==> config.mk <==
export PLATFORM = sky130hd
export DESIGN_NAME = lphm_hash
export DESIGN_NICKNAME = d
export VERILOG_FILES = /design/src/rtl/lphm_pkg.sv /design/src/rtl/lphm_hash.sv
export SDC_FILE = /design/constraint.sdc
export NUM_CORES = 1
export LEC_CHECK = 0
export ABC_AREA = 1
export ABC_CLOCK_PERIOD_IN_PS = 3300
export BUFFER_PORTS_ARGS = -buffer_cell sky130_fd_sc_hd__buf_2
export CAP_MARGIN = 20
export CORE_UTILIZATION = 56
export DETAILED_ROUTE_END_ITERATION = 8
export PLACE_DENSITY = 0.8
export SLEW_MARGIN = 20
export SYNTH_ARGS = -nofsm -noshare
export SYNTH_HDL_FRONTEND = slang
export SYNTH_SLANG_ARGS = --single-unit
==> constraint.sdc <==
create_clock -name clk -period 3.3 [get_ports clk]
set_clock_uncertainty 0.1 [all_clocks]
set_input_delay 0.66 -clock clk [delete_from_list [all_inputs] [get_ports clk]]
set_output_delay 0.66 -clock clk [all_outputs]
set_load 0.01 [all_outputs]
==> src/rtl/lphm_pkg.sv <==
package lphm_pkg;

	localparam logic [1:0] KIND_GET   = 2'd0;
	localparam logic [1:0] KIND_PUT   = 2'd1;
	localparam logic [1:0] KIND_ERASE = 2'd2;

	localparam logic [1:0] ST_OK       = 2'd0;
	localparam logic [1:0] ST_NOTFOUND = 2'd1;
	localparam logic [1:0] ST_FULL     = 2'd2;

	localparam int CHAIN_W = 11;
	localparam logic [CHAIN_W-1:0] CHAIN_MAX = '1;
	localparam logic [31:0] CRC_POLY = 32'h82F63B78;

	typedef enum logic [2:0] {
		S_CLEAR,
		S_IDLE,
		S_HASH,
		S_READ,
		S_EVAL,
		S_RESP
	} state_t;

	typedef struct packed {
		logic               occ;
		logic [CHAIN_W-1:0] chain;
	} meta_t;

	typedef struct packed {
		logic [63:0] key;
		logic [31:0] hash;
		logic [31:0] value;
	} slot_t;

	// one reflected crc-32c byte step, eight bit steps
	function automatic logic [31:0] crc_byte(input logic [31:0] crc, input logic [7:0] b);
		logic [31:0] c;
		c = crc ^ {24'd0, b};
		for (int k = 0; k < 8; k++) begin
			c = c[0] ? ((c >> 1) ^ CRC_POLY) : (c >> 1);
		end
		return c;
	endfunction

endpackage

==> src/rtl/lphm_hash.sv <==
module lphm_hash #(
	parameter int KEY_BYTES = 8
) (
	input  logic        clk,
	input  logic        arst_n,
	input  logic        start,
	input  logic [63:0] key,
	output logic        done,
	output logic [31:0] hash
);
	import lphm_pkg::*;

	localparam int BC_W = $clog2(KEY_BYTES + 1);

	logic [BC_W-1:0] cnt_q;
	logic            done_q;
	logic [31:0]     crc_q;
	logic [63:0]     sh_q;

	always_ff @(posedge clk or negedge arst_n) begin
		if (!arst_n) begin
			cnt_q  <= '0;
			done_q <= 1'b0;
		end else begin
			done_q <= 1'b0;
			if (start) begin
				cnt_q <= BC_W'(KEY_BYTES);
			end else if (cnt_q != '0) begin
				cnt_q <= cnt_q - 1'b1;
				if (cnt_q == BC_W'(1)) begin
					done_q <= 1'b1;
				end
			end
		end
	end

	// one byte per cycle, low byte first
	always_ff @(posedge clk) begin
		if (start) begin
			crc_q <= '0;
			sh_q  <= key;
		end else if (cnt_q != '0) begin
			crc_q <= crc_byte(crc_q, sh_q[7:0]);
			sh_q  <= sh_q >> 8;
		end
	end

	assign done = done_q;
	assign hash = crc_q;
endmodule
==> impl_metrics.env <==
export IMPL_coreArea_um2=9280
export IMPL_setup_viol=0
export IMPL_critical_path_buf_inv_count=4
export IMPL_ctsResizeCount=0
export IMPL_fin_tns_setup_ns=0
export IMPL_antenna_found_initial=0
export IMPL_finalCritPeriodShare=0.683
export IMPL_drive_above_1_share=0.200
export IMPL_worstSetupEndpointType="register"
export IMPL_dr_pass1_iters=5
export IMPL_fillers=831
export IMPL_max_freq_ghz=0.444
export IMPL_worstPathCellList="inv_1 > ha_1 > nand2_1 > buf_4 > inv_1 > nor2_1 > inv_1 > o21ai_0"
export IMPL_grt_remaining_overflow=0
export IMPL_synth_cell_types=35
export IMPL_maxSlewViolCount=0
export IMPL_grt_max_degree=71
export IMPL_drt_total_wl_um=12600
export IMPL_p_comb_frac=0.575
export IMPL_synth_edf_count=64
export IMPL_internal_power_w=0.00342
export IMPL_initial_core_util=0.583
export IMPL_whs_ns=0.391
export IMPL_initialDrtViolationCount=247
export IMPL_routed_via_density=5.07
export IMPL_ir_drop_v=0.000418
export IMPL_ant_nets=0
export IMPL_drcViolationCount=0
export IMPL_clk_pin_slew_ns=0.11
export IMPL_gp_congestion=0.914
export IMPL_cts_root_buffer="clkbuf_8"
export IMPL_switching_share=0.484
export IMPL_crit_path_max_fanout=33
export IMPL_first_global_vias=4376
export IMPL_syn_inst=693
export IMPL_cts_htree_levels=3
export IMPL_die_y_um=100
export IMPL_cts_sinks=101
export IMPL_clk_path_buf_depth=2
export IMPL_fp_row_count=35
export IMPL_max_slew_margin=0.397
export IMPL_worst_setup_path_start_kind="register"
export IMPL_critPathMostFrequentCell="inv_1"
export IMPL_grt_pass1_wl_um=20400
export IMPL_portBuffers=99
export IMPL_track_usage=0.263
export IMPL_rsz0062_at_grt="false"
export IMPL_muxShareOfSynthArea=0
export IMPL_die_w_um=100
export IMPL_pwr_share_clk=0.117
export IMPL_ios=100
export IMPL_outcome="completed"
export IMPL_clock_latency_ns=0.37
export IMPL_postSynthAreaPerCell_um2=7.81
export IMPL_antenna_cells=0
export IMPL_cp_required_ns=3.49
export IMPL_ys_warn_count=0
export IMPL_slowest_stage="dfrtp_1"
export IMPL_finalHoldViolCount=0
export IMPL_vias=4685
export IMPL_pwr_share_seq=0.308
export IMPL_cpPeakStageDelay_ns=0.40
export IMPL_leakagePower_nw=3.36
export IMPL_power_per_cell_area_nw_per_um2=1060
export IMPL_synth_compound_area_frac=0.0437
export IMPL_p_sw_w=0.00322
export IMPL_nets=860
export IMPL_place_hpwl_um=9180
export IMPL_die_area_um2=10100
export IMPL_postSynth_asyncResetShare=0.0495
export IMPL_post_route_min_period_ns=2.25
export IMPL_worst_slew_pin_slew_ns=0.904
export IMPL_syn_area_um2=5410
export IMPL_cts_tree="done"
export IMPL_synth_simple_area_share=0.321
export IMPL_crit_family="buffers and inverters"
export IMPL_worstPathArrival_ns=2.44
export IMPL_place_ws_ns=0.962
export IMPL_cts_buffers=9
export IMPL_synth_top_family_by_area="simple AND/OR/NAND/NOR gates"
export IMPL_setup_slack_ns=1.05
export IMPL_critPathKind="register to register"
export IMPL_yosysSeqAreaShare=0.497
export IMPL_synth_xor_area_frac=0.0691
export IMPL_wire_per_inst_um=13.7
export IMPL_yosys_register_bits=101
export IMPL_hold_path_class="register to register"
export IMPL_drv_cap=0
export IMPL_area_growth_pct=15.4
export IMPL_ys_flop_type="edfxtp_1"
export IMPL_synth_adder_area_share=0.00694
export IMPL_syn_nets=763
## sequential cells by signal, indices dropped and copies added (netlist names)
| register | flops |
|---|---|
| sh_q | 64 |
| hash | 32 |
| done | 1 |
| cnt_q | 4 |
## kinds of logic (layout without fill, tap and decap cells)
group                      count (synthesis)  count (layout)
and+or+nand+nor                          417             417
DFF                                      101             101
buffers and inverters                     88             190
AOI/OAI and AO/OA                         43              43
xor gates and xnor gates                  41              41
adders and majority gates                  3               3
## routing by layer
layer	track usage	vias up	wire length [um]
met5	0	-	0
met4	0.0881	0	164
met3	0.0390	12	755
met2	0.449	144	6260
met1	0.342	2151	5460
li1	-	2378	-
## path summary, 6_finish.rpt
| kind | startpoint | to | slack (ns) | depth (start not counted) |
|---|---|---|---|---|
| hold reg to reg | hash[19] | hash[19] | 0.39 | 2 |
| max in group asynchronous | arst_n | done | 2.43 | 2 |
| setup / recovery | cnt_q[0] | hash[28] | 1.05 | 8 |
| hold / removal | hash[19] | hash[19] | 0.39 | 2 |
| setup reg to reg | cnt_q[0] | hash[28] | 1.05 | 8 |
| min in group asynchronous | arst_n | cnt_q[1] | 0.54 | 2 |
## area by class of cell
type / instances / area (um2) / share of cell area
clock buffer: 9 / 124 / 0.0198
clock inverter: 7 / 62.6 / 0.0100
inverter: 67 / 253 / 0.0405
multi-input combinational: 504 / 2390 / 0.382
sequential: 101 / 2690 / 0.430
tap: 129 / 161 / 0.0258
timing repair buffer: 107 / 571 / 0.0914
## timing repair
action	CTS	global route
setup endpoints to repair	0	0
hold buffers	1	0
hold endpoints to repair	5	0
setup buffers	0	0
## per-stage QoR
| stage | instance area, um2 | cells | power (W) | utilization |
|---|---|---|---|---|
| after floorplan | 5410 | 693 | 0.00490 | - |
| after global placement | 6050 | 907 | 0.00572 | 0.651 |
| after detailed placement | 6050 | 907 | 0.00584 | 0.651 |
| after CTS | 6240 | 924 | 0.00662 | 0.673 |
| after global routing | 6240 | 924 | 0.00722 | 0.673 |
| final | 6240 | 924 | 0.00664 | 0.673 |
## synthesized netlist by cell type, drive strengths merged (2+ instances only)
| cell | n | area share |
|---|---|---|
| a21oi | 15 | 0.014 |
| buf | 4 | 0.0042 |
| clkbuf | 17 | 0.012 |
| dfrtp | 5 | 0.023 |
| dfxtp | 32 | 0.12 |
| edfxtp | 64 | 0.36 |
| ha | 3 | 0.0069 |
| inv | 66 | 0.046 |
| nand2 | 347 | 0.25 |
| nand3 | 46 | 0.045 |
| nand4 | 4 | 0.0046 |
| nor2 | 16 | 0.012 |
| o21ai | 18 | 0.017 |
| o221ai | 2 | 0.0032 |
| o22ai | 4 | 0.0046 |
| or2 | 2 | 0.0023 |
| xnor2 | 4 | 0.0079 |
| xor2 | 37 | 0.061 |
## placed cells by master, fill, tap and decap left out, types with 2 or more instances in the layout
master	Yosys	layout
nand4_1	4	4
o21ai_0	12	12
buf_2	0	99
xnor2_1	3	3
inv_8	0	3
dfxtp_1	32	32
clkinv_2	0	2
clkbuf_8	0	9
inv_1	59	58
clkinvlp_4	0	2
o221ai_1	2	2
o22ai_1	4	4
nor2_1	15	15
nand3_1	43	43
nand2_1	327	327
ha_1	3	3
nand2_4	3	3
o21ai_1	6	6
nand2_2	17	17
buf_4	0	6
dfrtp_1	5	5
edfxtp_1	64	64
a21oi_1	15	15
nand3_2	3	3
inv_2	7	8
xor2_1	36	36
## worst reg2reg max path, cell delays in order, from the launching register on
cell	delay, ns
dfrtp_1	0.40
inv_1	0.10
ha_1	0.20
nand2_1	0.11
buf_4	0.35
inv_1	0.11
nor2_1	0.33
inv_1	0.25
o21ai_0	0.22
## power by group through the flow
stage / clock, W / combinational, W / sequential (W)
finish: 0.000778 / 0.00382 / 0.00204
CTS: 0.000787 / 0.00379 / 0.00204
global placement: 0 / 0.00367 / 0.00205
detailed placement: 0 / 0.00377 / 0.00207
floorplan: 0 / 0.00281 / 0.00209
global route: 0.000834 / 0.00429 / 0.00209
(Power assumes the default switching activity.)
