===== config.mk =====
export PLATFORM = sky130hd
export DESIGN_NAME = lphm_ram
export DESIGN_NICKNAME = d
export VERILOG_FILES = /design/src/rtl/lphm_ram.sv
export SDC_FILE = /design/constraint.sdc
export NUM_CORES = 1
export LEC_CHECK = 0
export BUFFER_PORTS_ARGS = -buffer_cell sky130_fd_sc_hd__buf_2
export CAP_MARGIN = 20
export CORE_ASPECT_RATIO = 0.75
export CORE_UTILIZATION = 30
export CTS_BUF_LIST = sky130_fd_sc_hd__clkbuf_8
export CTS_CLUSTER_DIAMETER = 100
export DETAILED_ROUTE_END_ITERATION = 6
export PLACE_DENSITY_LB_ADDON = 0.05
export REMOVE_ABC_BUFFERS = 1
export SLEW_MARGIN = 20
export SYNTH_ARGS = -nofsm -noshare
export SYNTH_HDL_FRONTEND = slang
export SYNTH_SLANG_ARGS = --single-unit

===== constraint.sdc =====
create_clock -name clk -period 2.4 [get_ports clk]
set_clock_uncertainty 0.1 [all_clocks]
set_input_delay 0.12 -clock clk [delete_from_list [all_inputs] [get_ports clk]]
set_output_delay 0.12 -clock clk [all_outputs]
set_load 0.05 [all_outputs]

===== src/rtl/lphm_ram.sv =====
module lphm_ram #(
	parameter int WIDTH = 8,
	parameter int DEPTH = 16
) (
	input  logic                     clk,
	input  logic                     we,
	input  logic [$clog2(DEPTH)-1:0] waddr,
	input  logic [WIDTH-1:0]         wdata,
	input  logic [$clog2(DEPTH)-1:0] raddr,
	output logic [WIDTH-1:0]         rdata
);
	logic [WIDTH-1:0] mem [DEPTH];

	always_ff @(posedge clk) begin
		if (we) begin
			mem[waddr] <= wdata;
		end
		rdata <= mem[raddr];
	end
endmodule


==> results of run 1 <==
## logic make-up after synthesis
kind of cell	count (synthesis)	share of synthesized area
compound gates	16	0.0233
buf+inv	10	0.0168
flops	136	0.778
mux	32	0.150
simple gates	35	0.0318
## worst reg2reg max path, cell delays in order (launching register included)
cell	delay, ns
edfxtp_1	0.37
mux4_2	0.47
a22oi_1	0.33
nand2_1	0.08
## cell usage in the layout (no fill, tap or decap)
master         count
a22oi_1           16
nand3_1            1
inv_1              1
mux4_1            14
or3b_2             1
dlygate4sd3_1      8
clkinv_1           5
nor2b_1            1
dfxtp_1            8
nand2b_1           2
nand2_1            9
clkinvlp_4         1
edfxtp_1         128
buf_2             25
nor3_1             4
and2b_1            1
bufinv_16          3
buf_12             2
clkbuf_8          17
buf_4             23
nor2_1            13
mux4_2            18
and2_1             1
nand3b_1           2
clkinv_2           4
## per-stage QoR
step                      std cells   util  hold WS (ns)
after floorplan                 219      -         0.119
after global placement          484  0.338         0.440
after detailed placement        484  0.338         0.440
after CTS                       523  0.365         0.119
after global routing            523  0.365         0.152
final                           523  0.365         0.145
## final cells by class
class,count,area share
sequential,136,0.654
multi-input combinational,83,0.173
timing repair buffer,58,0.0683
tap,215,0.0439
clock buffer,17,0.0382
clock inverter,14,0.0229
## layer usage
| metal | share of wire | vias up | wire length, um | track usage |
|---|---|---|---|---|
| met5 | 0 | - | 0 | 0 |
| met4 | 0.012 | 0 | 144 | 0.0525 |
| met3 | 0.033 | 10 | 390 | 0.0404 |
| met2 | 0.45 | 44 | 5260 | 0.224 |
| li1 | - | 1104 | - | - |
| met1 | 0.50 | 1301 | 5900 | 0.200 |
## what timing repair did
item | in CTS | in global routing
buffers inserted | 0 | 0
hold buffers | 8 | 0
hold endpoints to repair | 128 | 0
setup endpoints to repair | 0 | 0
## worst paths after layout
check	from	endpoint	slack, ns	cells after the start
worst max-delay path	mem[8][7]	rdata[7]	0.94	3
worst min-delay path	waddr[0]	mem[4][4]	0.14	3
worst max register to register	mem[8][7]	rdata[7]	0.94	3
worst min register to register	mem[4][3]	rdata[3]	0.59	3
## state kept, by name, summed over array words and instances (netlist names)
| signal | count |
|---|---|
| mem | 128 |
| rdata | 8 |
## report_power, final
group          total, mW  leakage, nW  internal (mW)  switching [mW]
clock               1.82        0.194          0.990           0.828
combinational      0.324        0.646          0.118           0.205
sequential          2.67         1.22           2.65          0.0183
==> run metrics, run 1 <==
status finished, final reports clean; P per Cell Area 786 nW/um2; critical path class flop to flop; period utilisation layout 0.607; Slew HR 0.680; leading cell types by count after synthesis edfxtp_1 (128), mux4_2 (18), a22oi_1 (16), mux4_1 (14), nor2_1 (13); fillcell total 1539; core area 16800 um2; fin area 6120 um2; TritonCTS clock tree yes; most frequent cell after synthesis edfxtp_1; cts repair resizes 0; clock-pin slew on the worst setup and hold paths 0.07 ns; initial antenna violation count 0; Routed Antenna Nets 0; initial drt markers 221; clock latency on the worst-skew pair 0.43 ns; Top delay family on crit path multiplexers; count of different cell masters after synthesis 19; grt ovf 0; Mapped Cells 229; first-pass GRT wire length 17500 um; placed cell areas 5670 um2; crit-path cells mux4_2, a22oi_1, nand2_1; setup slack after layout 0.943 ns; Clock Path Buffers 2; Critical Path Sink Type flop; die width 153 um; VDD IR max 287 uV; Initial Util 0.307; fmax 0.686 GHz; via count 2459; Final HPWL DP 7670 um; unrepaired setup endpoints after global routing false; Slew @ Worst Pin 0.480 ns; Wirelength per Cell 22.4 um; Clock Sinks 136; area occupied by multi-input gates 1060 um2; fin. max-slew vios 0; Residual DRC 0; # Max-Cap Violations 0; Register Area 4000 um2; Yosys reg bits 136; Place WS 0.642 ns; Synth Flop Type edfxtp_1; Cell Area, Synth 5150 um2; final hold vios 0; vias in the first global route 2590; worst path bufs/invs 0; # nets final 314; Worst path max stage delay 0.47 ns; H-Tree Depth 4; Synth-to-Final Area Change 18.9%; CTS root buffer clkbuf_8; worst-path maximum fanout 1; leading area contributor after synthesis edfxtp_1; critical path's slowest cell mux4_2; Die Height 115 um; GRT Util Overall 0.146; Pwr Total 4.81 mW; largest net degree at the start of global routing 33; number of synthesized flops with an enable pin 128; die area 17700 um2; Setup Viol. Count Final 0; Yosys top cell area share 0.747; IO Pins 26; share of flip-flops with an asynchronous set or reset 0; Area contributors post-synth edfxtp_1 (75%), mux4_2 (7.9%), mux4_1 (7.1%); Pleak 2.06 nW; cts bufs inserted 17; drt total wl 11700 um; Via density 4.70; GP Congestion 0.715; Critical Path AT 1.67 ns; fin crit period 1.46 ns; # diodes 0; setup TNS 0 ns; Seq/Total Area, Yosys 0.778; Syn Area/Cell 22.5 um2; Hold Path Class input port to flop; type of origin of the critical path flop; row cnt 41; IO buf count 25; Synth Warn # 0; fraction of layout cells with a size suffix above 1 0.305; DRT Pass-1 Iters 4; WP data required 2.62 ns
No activity file was read; power rests on OpenSTA's default activity.
==> run 2, diff against run 1 <==
- ABC_AREA: unset -> 1
- clock period: 2.4 -> 1.5 ns (I/O delays scaled with it)
==> run 2 against run 1 <==
Effect of this change: sequential power increased by 60%; highest routed layer unchanged; register-to-register slack got worse by 0.58 ns; area after synthesis increased by 12%; global-route usage increased by 1.6 points.
==> run metrics, run 2 <==
fin cells 867 (+66%); Synth-to-Final Area Change 17.5%; leading cell types by count after synthesis nand2_1 (173), edfxtp_1 (128), inv_1 (100), nand3_1 (97), nor2_1 (17); Util after Layout 0.363 (-0.00205); Syn Area/Cell 10.5 um2 (-53%); cell count of the worst reg-to-reg path 6 (+3); initial antenna violation count 0 (unchanged); VDD IR max 462 uV (+61%); vias in the first global route 3727 (+44%); die area 19800 um2 (+12%); Final HPWL DP 9620 um (+25%); Clock Sinks 136 (unchanged); first-pass GRT wire length 22900 um (+31%); TritonCTS clock tree yes; largest net degree at the start of global routing 65 (+97%); cts bufs inserted 17 (unchanged); Critical Path Sink Type primary output; Slew @ Worst Pin 0.361 ns (-0.119 ns); number of synthesized flops with an enable pin 128 (unchanged); worst-path maximum fanout 1 (unchanged); most frequent cells in the layout nand2_1 (173), edfxtp_1 (128), inv_1 (104); Worst path depth 1 (-2); row cnt 43 (+4.9%); fillcell total 1851 (+20%); IO buf count 25 (unchanged); WP data required 1.32 ns (-1.30 ns); Top delay family on crit path flip-flops; period utilisation layout 0.874; Pleak 2.93 nW (+42%); Routed Antenna Nets 0 (unchanged); XOR/XNOR Fraction of Synth Area 0 (unchanged); Synth Flop Type edfxtp_1; core area 18700 um2 (+11%); combinational share of power 0.078 (+0.011); Int Pwr 6.24 mW (+66%); unrepaired setup endpoints after global routing false; Cell Area, Synth 5770 um2 (+12%); final hold vios 0 (unchanged); mux cell area share after synthesis 0 (-0.150); Die Height 122 um (+5.7%); worst reg2reg setup slack 0.36 ns (-0.58 ns); fraction of layout cells with a size suffix above 1 0.129 (-0.176); Top reg by flops mem; drt total wl 14800 um (+27%); Synth Warn # 0 (unchanged); clock latency on the worst-skew pair 0.44 ns (about the same); CTS root buffer clkbuf_8; Slew HR 0.759 (+0.0789); switching share of power 0.232 (+0.0131); IO Pins 26 (unchanged); # diodes 0 (unchanged); Residual DRC 0 (unchanged); Critical Path AT 1.14 ns (-0.53 ns); share of flip-flops with an asynchronous set or reset 0 (unchanged); top flop regs mem: 128 flops, rdata: 8 flops; Hold Path Class input port to flop; area occupied by multi-input gates 1210 um2 (+15%); die width 162 um (+5.8%); Synth Area in Adders 0 (unchanged); NetSw 1.88 mW (+79%); H-Tree Depth 4 (unchanged); via count 3750 (+53%); critical path class flop to primary output; Worst path max stage delay 0.40 ns (-0.07 ns); fmax 0.763 GHz; crit-path cells buf_2; GRT Util Overall 0.162 (+0.0163); leading area contributor after synthesis edfxtp_1; Flop pwr share 0.527 (-0.028); status finished, final reports clean; grt ovf 0 (unchanged); r2r startpoint mem[13][3]; count of different cell masters after synthesis 12 (-7); simple-gate share of the synthesized area 0.210 (+0.179); fin crit period 1.31 ns; Via density 4.33 (-8.0%); DRT Pass-1 Iters 5 (+1); Register Area 4000 um2 (unchanged); type of origin of the critical path flop; clock-pin slew on the worst setup and hold paths 0.07 ns (about the same); most common cell after layout, fill and taps aside nand2_1; GP Congestion 0.756 (+5.7%); CP Capture Point rdata[5]; placed insts 826 (+71%); # nets final 626 (+99%); Yosys top cell area share 0.667 (-0.0802); Setup Viol. Count Final 0 (unchanged); initial drt markers 216 (-2.3%); Area contributors post-synth edfxtp_1 (67%), nand2_1 (11%), nand3_1 (8.4%); worst path bufs/invs 1 (+1); R2R Path End rdata[3]; Clock Power Share 0.396 (+0.018); Synth Area in Compound Gates 0 (-0.0233); Wirelength per Cell 17.1 um (-24%); # Max-Cap Violations 0 (unchanged); Initial Util 0.309 (+0.00204); fin. max-slew vios 0 (unchanged); main combinational cell family by area after synthesis simple AND/OR/NAND/NOR gates; setup TNS 0 ns (unchanged); Yosys reg bits 136 (unchanged); P per Cell Area 1200 nW/um2 (+52%); Clock Path Buffers 2 (unchanged); Mapped Cells 551 (+140%); most frequent cell after synthesis nand2_1; Seq/Total Area, Yosys 0.694 (-0.0835); Worst Setup SP rdata[5]; max FFs per register 128 (unchanged); Pwr Total 8.12 mW (+69%); critical path's slowest cell dfxtp_1
run 2: changes by cell type after synthesis, sizes merged, moves of 16 or more:
cell | before | now
nand2 | 9 | 173
inv | 0 | 102
nand3 | 1 | 97
mux4 | 32 | 0
buf | 7 | 24
a22oi | 16 | 0
run 2: cell families after synthesis:
group | Yosys count
buf+inv | 126
flops | 136
simple gates | 289
run 2: routing by layer:
metal	global-route usage	part of all wire
met5	0	0
met4	0.0542	0.0072
met1	0.231	0.51
met3	0.0351	0.035
met2	0.245	0.45
run 2: timing repair:
| item | 4_1_cts | 5_1_grt |
|---|---|---|
| hold buffers | 10 | 0 |
| endpoints found under the hold margin | 136 | 0 |
| buffers inserted | 0 | 0 |
| resized for setup | 0 | 0 |
run 2: power groups by stage:
| stage | combinational [mW] | clock (mW) | sequential [mW] |
|---|---|---|---|
| global route | 0.705 | 3.43 | 4.28 |
| CTS | 0.649 | 3.31 | 4.28 |
| finish | 0.630 | 3.21 | 4.28 |
| global placement | 0.629 | 0 | 4.36 |
| detailed placement | 0.628 | 0 | 4.36 |
| floorplan | 0.229 | 0 | 4.44 |
run 2: how the worst min path moves through the flow:
| stage | from | cells after the start | slack, ns | to |
|---|---|---|---|---|
| global placement | raddr[3] | 3 | 0.37 | rdata[2] |
| detailed placement | raddr[3] | 3 | 0.36 | rdata[2] |
| CTS | waddr[2] | 3 | 0.02 | mem[13][3] |
| global route | waddr[2] | 3 | 0.06 | mem[13][3] |
| finish | waddr[2] | 3 | 0.05 | mem[13][3] |
| floorplan | wdata[0] | 0 | 0.07 | mem[0][0] |
run 2: area by class of cell:
class | instances | area share
timing repair buffer | 62 | 0.0669
inverter | 102 | 0.0565
tap | 247 | 0.0456
sequential | 136 | 0.591
multi-input combinational | 289 | 0.179
clock inverter | 13 | 0.0244
clock buffer | 18 | 0.0366
run 2: per-stage QoR:
stage,cell area [um2],hold slack (ns),setup WS (ns)
final,6780,0.0538,0.189
after global placement,6260,0.369,0.169
after floorplan,5600,0.0739,0.345
after global routing,6780,0.0596,0.152
after detailed placement,6260,0.357,0.170
after CTS,6780,0.0186,0.159
